`config.mk`:
```
export PLATFORM = sky130hd
export DESIGN_NAME = moisture_pump_hysteresis_controller
export DESIGN_NICKNAME = d
export VERILOG_FILES = /design/src/rtl/mph_pkg.sv /design/src/rtl/moisture_pump_hysteresis_controller.sv /design/src/rtl/mph_ema.sv /design/src/rtl/mph_ctrl.sv
export SDC_FILE = /design/constraint.sdc
export NUM_CORES = 1
export LEC_CHECK = 0
export ABC_CLOCK_PERIOD_IN_PS = 9300
export BUFFER_PORTS_ARGS = -buffer_cell sky130_fd_sc_hd__buf_4
export CAP_MARGIN = 0
export CORE_AREA = 10 10 362 224
export CTS_CLUSTER_SIZE = 14
export DETAILED_ROUTE_END_ITERATION = 8
export DIE_AREA = 0 0 372 234
export HOLD_SLACK_MARGIN = 0.03
export SLEW_MARGIN = 10
export SYNTH_ARGS = -nofsm -noshare
export SYNTH_HDL_FRONTEND = slang
export SYNTH_SLANG_ARGS = --single-unit
```
`constraint.sdc`:
```
create_clock -name clk -period 9.3 [get_ports clk]
set_input_delay 0.465 -clock clk [delete_from_list [all_inputs] [get_ports clk]]
set_output_delay 0.465 -clock clk [all_outputs]
set_load 0.005 [all_outputs]
```
`src/rtl/mph_pkg.sv`:
```
package mph_pkg;

  // Fixed-point layout of the smoothed average
  localparam int SAMPLE_BITS = 12;
  localparam int FRAC_BITS   = 8;
  localparam int AVG_W       = SAMPLE_BITS + FRAC_BITS;

  // 9*avg + sample stays below 10 * 2^AVG_W, so four extra bits hold it
  localparam int SUM_W       = AVG_W + 4;

  // Divide by ten as a multiply by ceil(2^DIV_SHIFT / 10); exact for SUM_W-bit inputs
  localparam int                DIV_SHIFT = SUM_W + 4;
  localparam longint unsigned   DIV_MUL   = ((64'd1 << DIV_SHIFT) + 64'd9) / 64'd10;
  localparam int                MUL_W     = DIV_SHIFT - 3;
  localparam int                PROD_W    = SUM_W + MUL_W;

  // Field widths
  localparam int SAMPLE_W   = 12;
  localparam int TIME_W     = 32;
  localparam int TH_W       = 12;
  localparam int MS_W       = 16;
  localparam int LEVEL_W    = 12;
  localparam int EVENT_W    = 2;
  localparam int CMP_W      = (AVG_W > TH_W + FRAC_BITS) ? AVG_W : TH_W + FRAC_BITS;

  localparam int IN_DATA_W  = 48;
  localparam int OUT_DATA_W = 24;
  localparam int RES_W      = 1 + EVENT_W + LEVEL_W + 1 + 1;

  localparam int CFG_ADDR_W = 3;
  localparam int CFG_DATA_W = 16;

  // Register indexes
  localparam logic [CFG_ADDR_W-1:0] REG_DRY_TH     = 3'd0;
  localparam logic [CFG_ADDR_W-1:0] REG_WET_TH     = 3'd1;
  localparam logic [CFG_ADDR_W-1:0] REG_DRY_SETTLE = 3'd2;
  localparam logic [CFG_ADDR_W-1:0] REG_WET_SETTLE = 3'd3;
  localparam logic [CFG_ADDR_W-1:0] REG_MIN_OFF    = 3'd4;
  localparam logic [CFG_ADDR_W-1:0] REG_MIN_ON     = 3'd5;
  localparam logic [CFG_ADDR_W-1:0] REG_MAX_ON     = 3'd6;

  // Register reset values
  localparam logic [TH_W-1:0] RST_DRY_TH     = 12'd400;
  localparam logic [TH_W-1:0] RST_WET_TH     = 12'd200;
  localparam logic [MS_W-1:0] RST_DRY_SETTLE = 16'd1000;
  localparam logic [MS_W-1:0] RST_WET_SETTLE = 16'd1000;
  localparam logic [MS_W-1:0] RST_MIN_OFF    = 16'd5000;
  localparam logic [MS_W-1:0] RST_MIN_ON     = 16'd3000;
  localparam logic [MS_W-1:0] RST_MAX_ON     = 16'd10000;

  // Pump event codes
  localparam logic [EVENT_W-1:0] EV_NONE       = 2'd0;
  localparam logic [EVENT_W-1:0] EV_ON         = 2'd1;
  localparam logic [EVENT_W-1:0] EV_OFF_WET    = 2'd2;
  localparam logic [EVENT_W-1:0] EV_OFF_SAFETY = 2'd3;

  typedef struct packed {
    logic [TH_W-1:0] dry_th;
    logic [TH_W-1:0] wet_th;
    logic [MS_W-1:0] dry_settle;
    logic [MS_W-1:0] wet_settle;
    logic [MS_W-1:0] min_off;
    logic [MS_W-1:0] min_on;
    logic [MS_W-1:0] max_on;
  } cfg_t;

  // Last member sits in the lowest bits
  typedef struct packed {
    logic               wet_settled;
    logic               dry_settled;
    logic [LEVEL_W-1:0] level_avg;
    logic [EVENT_W-1:0] pump_event;
    logic               pump_on;
  } res_t;

endpackage

```
`src/rtl/moisture_pump_hysteresis_controller.sv`:
```
// Path: an accepted word loads the average register and the time beside it; the result
// register takes the control decision from them and drives out_, held back while
// out_ stalls.
// Throughput: one word per cycle unless out_ stalls; the average and timer/pump loops
// each close through their own registers, so only back-pressure holds the input.
// Reset: synchronous, active low; clears the pipeline, the average-loaded flag, timers,
// pump state and loads every threshold and time register with its default.
module moisture_pump_hysteresis_controller
  import mph_pkg::*;
(
  input  logic                  clk,
  input  logic                  rst_n,

  input  logic                  in_tvalid,
  output logic                  in_tready,
  // [11:0] moisture_sample, [43:12] now_ms, [47:44] zero
  input  logic [IN_DATA_W-1:0]  in_tdata,

  output logic                  out_tvalid,
  input  logic                  out_tready,
  // [0] pump_on, [2:1] pump_event, [14:3] level_avg, [15] dry_settled,
  // [16] wet_settled, [23:17] zero
  output logic [OUT_DATA_W-1:0] out_tdata,

  input  logic                  cfg_we,
  input  logic [CFG_ADDR_W-1:0] cfg_addr,
  input  logic [CFG_DATA_W-1:0] cfg_wdata
);

  cfg_t              cfg_r;
  logic              in_acc;
  logic              a_valid_r;
  logic [TIME_W-1:0] a_now_r;
  logic              b_adv;
  logic              step;
  logic [AVG_W-1:0]  avg;
  res_t              res;
  res_t              out_res_r;
  logic              out_valid_r;
  logic              dry_timing;
  logic              wet_timing;

  // Configuration registers: plain writes, no read-back
  always_ff @(posedge clk) begin
    if (!rst_n) begin
      cfg_r.dry_th     <= RST_DRY_TH;
      cfg_r.wet_th     <= RST_WET_TH;
      cfg_r.dry_settle <= RST_DRY_SETTLE;
      cfg_r.wet_settle <= RST_WET_SETTLE;
      cfg_r.min_off    <= RST_MIN_OFF;
      cfg_r.min_on     <= RST_MIN_ON;
      cfg_r.max_on     <= RST_MAX_ON;
    end else if (cfg_we) begin
      unique case (cfg_addr)
        REG_DRY_TH:     cfg_r.dry_th     <= cfg_wdata[TH_W-1:0];
        REG_WET_TH:     cfg_r.wet_th     <= cfg_wdata[TH_W-1:0];
        REG_DRY_SETTLE: cfg_r.dry_settle <= cfg_wdata[MS_W-1:0];
        REG_WET_SETTLE: cfg_r.wet_settle <= cfg_wdata[MS_W-1:0];
        REG_MIN_OFF:    cfg_r.min_off    <= cfg_wdata[MS_W-1:0];
        REG_MIN_ON:     cfg_r.min_on     <= cfg_wdata[MS_W-1:0];
        REG_MAX_ON:     cfg_r.max_on     <= cfg_wdata[MS_W-1:0];
        default: begin
          // unused index: drop the write
        end
      endcase
    end
  end

  // Result stage advances when the output register is empty or being taken;
  // the average stage takes a new word whenever it is empty or moving on.
  assign b_adv     = !out_valid_r || out_tready;
  assign in_tready = !a_valid_r || b_adv;
  assign in_acc    = in_tvalid && in_tready;
  assign step      = a_valid_r && b_adv;

  always_ff @(posedge clk) begin
    if (!rst_n) begin
      a_valid_r <= 1'b0;
    end else if (in_tready) begin
      a_valid_r <= in_acc;
    end
  end

  // Hold the word's time next to the updated average
  always_ff @(posedge clk) begin
    if (in_acc) begin
      a_now_r <= in_tdata[SAMPLE_W +: TIME_W];
    end
  end

  // Smoothed average: updated at accept, registered for the control stage
  mph_ema u_ema (
    .clk    (clk),
    .rst_n  (rst_n),
    .load   (in_acc),
    .sample (in_tdata[SAMPLE_W-1:0]),
    .avg    (avg)
  );

  // Hysteresis timers and pump decision
  mph_ctrl u_ctrl (
    .clk        (clk),
    .rst_n      (rst_n),
    .step       (step),
    .avg        (avg),
    .now        (a_now_r),
    .cfg        (cfg_r),
    .res        (res),
    .dry_timing (dry_timing),
    .wet_timing (wet_timing)
  );

  // Output register
  always_ff @(posedge clk) begin
    if (!rst_n) begin
      out_valid_r <= 1'b0;
    end else if (b_adv) begin
      out_valid_r <= a_valid_r;
    end
  end

  always_ff @(posedge clk) begin
    if (step) begin
      out_res_r <= res;
    end
  end

  assign out_tvalid = out_valid_r;
  assign out_tdata  = {(OUT_DATA_W - RES_W)'(0), out_res_r};

  // A dry and a wet timer never run together
  assert property (@(posedge clk) disable iff (!rst_n)
    !(dry_timing && wet_timing))
    else $error("dry and wet timers both running");

  // Input stalls only when the average stage is full behind a blocked output
  assert property (@(posedge clk) disable iff (!rst_n)
    !in_tready |-> (a_valid_r && out_valid_r && !out_tready))
    else $error("input stalled without back-pressure");

  // Event codes agree with the pump state reported beside them
  assert property (@(posedge clk) disable iff (!rst_n)
    out_valid_r |-> ((out_res_r.pump_event != EV_ON) || out_res_r.pump_on) &&
                    ((out_res_r.pump_event == EV_NONE) ||
                     (out_res_r.pump_event == EV_ON) || !out_res_r.pump_on))
    else $error("pump event disagrees with pump state");

endmodule

```
`src/rtl/mph_ema.sv`:
```
module mph_ema
  import mph_pkg::*;
(
  input  logic                clk,
  input  logic                rst_n,
  input  logic                load,
  input  logic [SAMPLE_W-1:0] sample,
  output logic [AVG_W-1:0]    avg
);

  logic [AVG_W-1:0]  avg_r;
  logic [AVG_W-1:0]  avg_nxt;
  logic              loaded_r;
  logic [AVG_W-1:0]  sample_fix;
  logic [SUM_W-1:0]  sum;
  logic [PROD_W-1:0] prod;

  assign sample_fix = {SAMPLE_BITS'(sample), {FRAC_BITS{1'b0}}};

  // 9*avg as shift and add, then divide by ten through the reciprocal
  assign sum  = (SUM_W'(avg_r) << 3) + SUM_W'(avg_r) + SUM_W'(sample_fix);
  assign prod = PROD_W'(sum) * PROD_W'(DIV_MUL);

  always_comb begin
    if (loaded_r) begin
      avg_nxt = AVG_W'(prod >> DIV_SHIFT);
    end else begin
      avg_nxt = sample_fix;
    end
  end

  always_ff @(posedge clk) begin
    if (!rst_n) begin
      loaded_r <= 1'b0;
    end else if (load) begin
      loaded_r <= 1'b1;
    end
  end

  always_ff @(posedge clk) begin
    if (load) begin
      avg_r <= avg_nxt;
    end
  end

  assign avg = avg_r;

endmodule

```
`src/rtl/mph_ctrl.sv`:
```
module mph_ctrl
  import mph_pkg::*;
(
  input  logic              clk,
  input  logic              rst_n,
  input  logic              step,
  input  logic [AVG_W-1:0]  avg,
  input  logic [TIME_W-1:0] now,
  input  cfg_t              cfg,
  output res_t              res,
  output logic              dry_timing,
  output logic              wet_timing
);

  logic [TIME_W-1:0]  dry_start_r, dry_start_nxt;
  logic [TIME_W-1:0]  wet_start_r, wet_start_nxt;
  logic               dry_timing_r, wet_timing_r;
  logic               pump_r, pump_nxt;
  logic [TIME_W-1:0]  toggle_r, toggle_nxt;
  logic [CMP_W-1:0]   avg_c, dry_c, wet_c;
  logic               dry_hit, wet_hit;
  logic               dry_ok, wet_ok;
  logic [TIME_W-1:0]  since_toggle;
  logic [EVENT_W-1:0] event_code;

  assign avg_c = CMP_W'(avg);
  assign dry_c = CMP_W'({cfg.dry_th, {FRAC_BITS{1'b0}}});
  assign wet_c = CMP_W'({cfg.wet_th, {FRAC_BITS{1'b0}}});

  // Dry test wins when thresholds cross
  assign dry_hit = avg_c > dry_c;
  assign wet_hit = !dry_hit && (avg_c < wet_c);

  assign dry_start_nxt = (dry_hit && !dry_timing_r) ? now : dry_start_r;
  assign wet_start_nxt = (wet_hit && !wet_timing_r) ? now : wet_start_r;

  assign dry_ok = dry_hit && ((now - dry_start_nxt) >= TIME_W'(cfg.dry_settle));
  assign wet_ok = wet_hit && ((now - wet_start_nxt) >= TIME_W'(cfg.wet_settle));
  assign since_toggle = now - toggle_r;

  always_comb begin
    pump_nxt   = pump_r;
    toggle_nxt = toggle_r;
    event_code = EV_NONE;
    priority if (!pump_r && dry_ok && since_toggle >= TIME_W'(cfg.min_off)) begin
      pump_nxt   = 1'b1;
      toggle_nxt = now;
      event_code = EV_ON;
    end else if (pump_r && wet_ok && since_toggle >= TIME_W'(cfg.min_on)) begin
      pump_nxt   = 1'b0;
      toggle_nxt = now;
      event_code = EV_OFF_WET;
    end else if (pump_r && since_toggle >= TIME_W'(cfg.max_on)) begin
      pump_nxt   = 1'b0;
      toggle_nxt = now;
      event_code = EV_OFF_SAFETY;
    end else begin
      // no event: hold pump state
    end
  end

  always_ff @(posedge clk) begin
    if (!rst_n) begin
      dry_timing_r <= 1'b0;
      wet_timing_r <= 1'b0;
      pump_r       <= 1'b0;
      toggle_r     <= '0;
      dry_start_r  <= '0;
      wet_start_r  <= '0;
    end else if (step) begin
      dry_timing_r <= dry_hit;
      wet_timing_r <= wet_hit;
      pump_r       <= pump_nxt;
      toggle_r     <= toggle_nxt;
      dry_start_r  <= dry_start_nxt;
      wet_start_r  <= wet_start_nxt;
    end
  end

  assign res.pump_on     = pump_nxt;
  assign res.pump_event  = event_code;
  assign res.level_avg   = LEVEL_W'(avg >> FRAC_BITS);
  assign res.dry_settled = dry_ok;
  assign res.wet_settled = wet_ok;

  assign dry_timing = dry_timing_r;
  assign wet_timing = wet_timing_r;

endmodule
```
==> impl_metrics.py <==
metrics = {
    "outcome": {
        "status": "finished, violations left",
        "violations": "setup timing",
    },
    "synthesis": {
        "syn_inst": 3270,
        "ys_types": 75,
        "synth_top_cell_by_area": "ha_1",
        "ys_seq_area_frac": 0.2106,
        "yosysWarningCount": 0,
        "async_reset_ff_frac": 0,
        "netlist_area_um2": 29420,
        "avgSynthCellArea_um2": 8.997,
        "synth_area_leaders": "ha_1, fa_1, dfxtp_1",
        "ys.flop_type": "dfxtp_1",
        "synth_top_area_share": 0.1990,
        "synth-edff-count": 69,
        "ys_seq_elements": 275,
    },
    "route": {
        "drtPass1Iterations": 6,
        "ant_nets": 0,
        "vias": 23690,
        "post_drt_wl_per_cell_um": 19.34,
        "first_iter_violations": 2005,
        "drc_errors": 0,
        "via_per_inst": 5.270,
        "wl_um": 86920,
    },
    "floorplanning": {
        "initial_core_util": 0.3946,
        "die_area_um2": 87050,
        "row_count": 78,
        "die_x_um": 372,
        "core_um2": 74560,
        "die_h_um": 234,
        "pin_count": 98,
    },
    "cells_and_area": {
        "num_antenna_cells": 0,
        "drive_gt1_frac": 0.1182,
        "fin_util": 0.4536,
        "num-nets-final": 4251,
        "areaGrowthSynthToFinish_pct": 14.95,
    },
    "setup_path": {
        "startpoint_type": "register",
        "reg2reg_slack_ns": -0.05,
        "rr_worst_depth": 39,
        "critPathLaunch": "u_ema.avg[5]",
        "crit_type": "reg2reg",
        "critPathCaptureType": "register",
        "regToRegStartpoint": "u_ema.avg[5]",
        "crit_fanout": 5,
        "cp-endpoint": "u_ema.avg[15]",
        "critPathMaxStageDelay_ns": 0.55,
        "worstReg2RegEnd": "u_ema.avg[15]",
        "slowest_stage": "fa_1",
        "crit_required_ns": 9.63,
        "cp.arrival_ns": 9.68,
    },
    "timing": {
        "worst_slack_ns": -0.04778,
        "fin_crit_sh": 1.005,
        "fin_hold_ws_ns": 0.06463,
        "slew_viol_final": 0,
        "max-slew-margin-rel": 0.1943,
        "fmax_ghz": 0.1070,
        "finClkSkew_ns": 0.02398,
        "finalHoldViolations": 0,
        "rsz0062_at_grt": "true",
        "finalSetupTns_ns": -0.09421,
        "finalSetupViolCount": 3,
        "finalCriticalPeriod_ns": 9.348,
        "worst_pin_slew_ns": 1.204,
    },
    "clocking": {
        "clk_latency_ns": 0.58,
        "cts_hold_buf": 0,
        "cts_root_buf": "clkbuf_16",
        "htreeDepth": 1,
        "cts_buffer_depth": 3,
        "cts.reportedPaths.clkPinSlew_ns": 0.07,
        "cts_buffers": 27,
        "cts.sinks": 275,
        "cts_tree": "done",
    },
    "grt": {
        "grt_pass1_wl_um": 135200,
        "grt_overflow": 0,
        "antenna_found_initial": 5,
        "grt_max_degree": 141,
        "grtUsageTotal": 0.1986,
        "first_global_vias": 22560,
    },
    "placement": {
        "numPortBuffers": 86,
        "gp_congestion": 0.9273,
        "pre_cts_slack_ns": -0.6074,
        "hpwl_um": 71040,
    },
    "min_path": {
        "hold_class": "in2reg",
        "whs_path_depth": 1,
    },
    "run": {
        "maxCapViolations": 0,
    },
}
kinds of logic (layout without fill, tap and decap cells):
family | Yosys count | in the layout | share of synthesized area
AO/OA/AOI/OAI | 689 | 689 | 0.1643
XOR/XNOR | 92 | 92 | 0.02739
adder cells (fa/ha/maj) | 704 | 704 | 0.3596
buffers and inverters | 641 | 860 | 0.08306
flip-flops | 275 | 275 | 0.2106
multiplexers | 116 | 116 | 0.03989
other | 1 | 7 | 0.0001275
AND/OR/NAND/NOR | 752 | 752 | 0.1150
synth_stat cells, types with 7 or more instances:
library cell,number
a21oi_1,150
nand4_1,30
o21ai_0,78
nor2b_1,33
and2_1,17
mux2i_1,106
o2111ai_1,7
o21a_1,30
o211a_1,62
o211ai_1,59
inv_1,538
a211o_1,7
xnor2_1,58
fa_1,236
clkbuf_1,88
a2111oi_0,10
xor2_1,34
dfxtp_1,206
a31oi_1,16
nor2_1,102
mux2_2,10
or3_1,12
o31ai_1,11
a21o_1,67
nand3_1,34
buf_4,10
ha_1,468
edfxtp_1,69
nor3_1,31
and3_1,18
o21bai_1,9
o21ai_1,22
and4_1,9
nand2b_1,32
nor4_1,7
a211oi_1,20
nand2_1,413
a21boi_0,72
state kept, by name (all words and copies together), names as in the netlist:
signal,count
u_ctrl.wet_start_r,32
u_ctrl.wet_timing,1
a_valid_r,1
cfg_r,104
a_now_r,32
u_ctrl.toggle_r,32
u_ctrl.dry_start_r,32
out_tvalid,1
u_ema.loaded_r,1
u_ctrl.dry_timing,1
u_ema.avg,20
u_ctrl.pump_r,1
out_tdata,17
critical path: cells and delay by family (launching register included):
| family | cells | cell delay (ns) |
|---|---|---|
| flops | 1 | 0.39 |
| xor+xnor | 1 | 0.20 |
| fa+ha+maj | 10 | 3.80 |
| compound gates | 17 | 3.21 |
| simple gates | 3 | 0.60 |
| buf+inv | 8 | 0.88 |
how the worst min path moves through the flow:
| stage | start | to |
|---|---|---|
| CTS | in_tdata[34] | a_now_r[22] |
| global route | in_tdata[43] | a_now_r[31] |
| floorplan | u_ctrl.toggle_r[10] | u_ctrl.toggle_r[10] |
| global placement | u_ctrl.toggle_r[6] | u_ctrl.toggle_r[6] |
| finish | in_tdata[36] | a_now_r[24] |
| detailed placement | u_ctrl.toggle_r[1] | u_ctrl.toggle_r[1] |
metal layers:
layer / vias up / wire length, um / GRT usage
met3: 42 / 8044 / 0.05198
li1: 11550 / - / -
met2: 731 / 30170 / 0.2460
met4: 4 / 465 / 0.01320
met5: - / 27 / 0
met1: 11360 / 48220 / 0.3369
cell type report:
class	instances	area, um2
timing repair buffer	273	2102
inverter	538	2019
fill	7261	40740
tap	1000	1251
clock buffer	35	735.7
clock inverter	14	182.7
multi-input combinational	2360	21330
sequential	275	6196
stage by stage:
step                      instance area, um2  std cells
after floorplan                        29480       3276
after detailed placement               32220       4415
after global placement                 32220       4415
after CTS                              33580       4488
final                                  33820       4495
after global routing                   33820       4495
what timing repair did:
item,CTS,global route
pin swaps,53,20
gates resized for setup,48,34
setup buffers,25,7
endpoints found under the setup margin,16,17
layout by cell type (no fill, tap or decap), drive strengths merged, types with 75 or more instances in the layout:
master  netlist  final
inv         538    541
ha          468    468
nand2       413    413
buf          15    273
fa          236    236
dfxtp       206    206
a21oi       150    150
mux2i       106    106
nor2        102    102
o21ai       100    100
a21boi       75     75
Power is not shown: default switching activity piles up to over one toggle a cycle in this logic, so the estimate is an artifact.
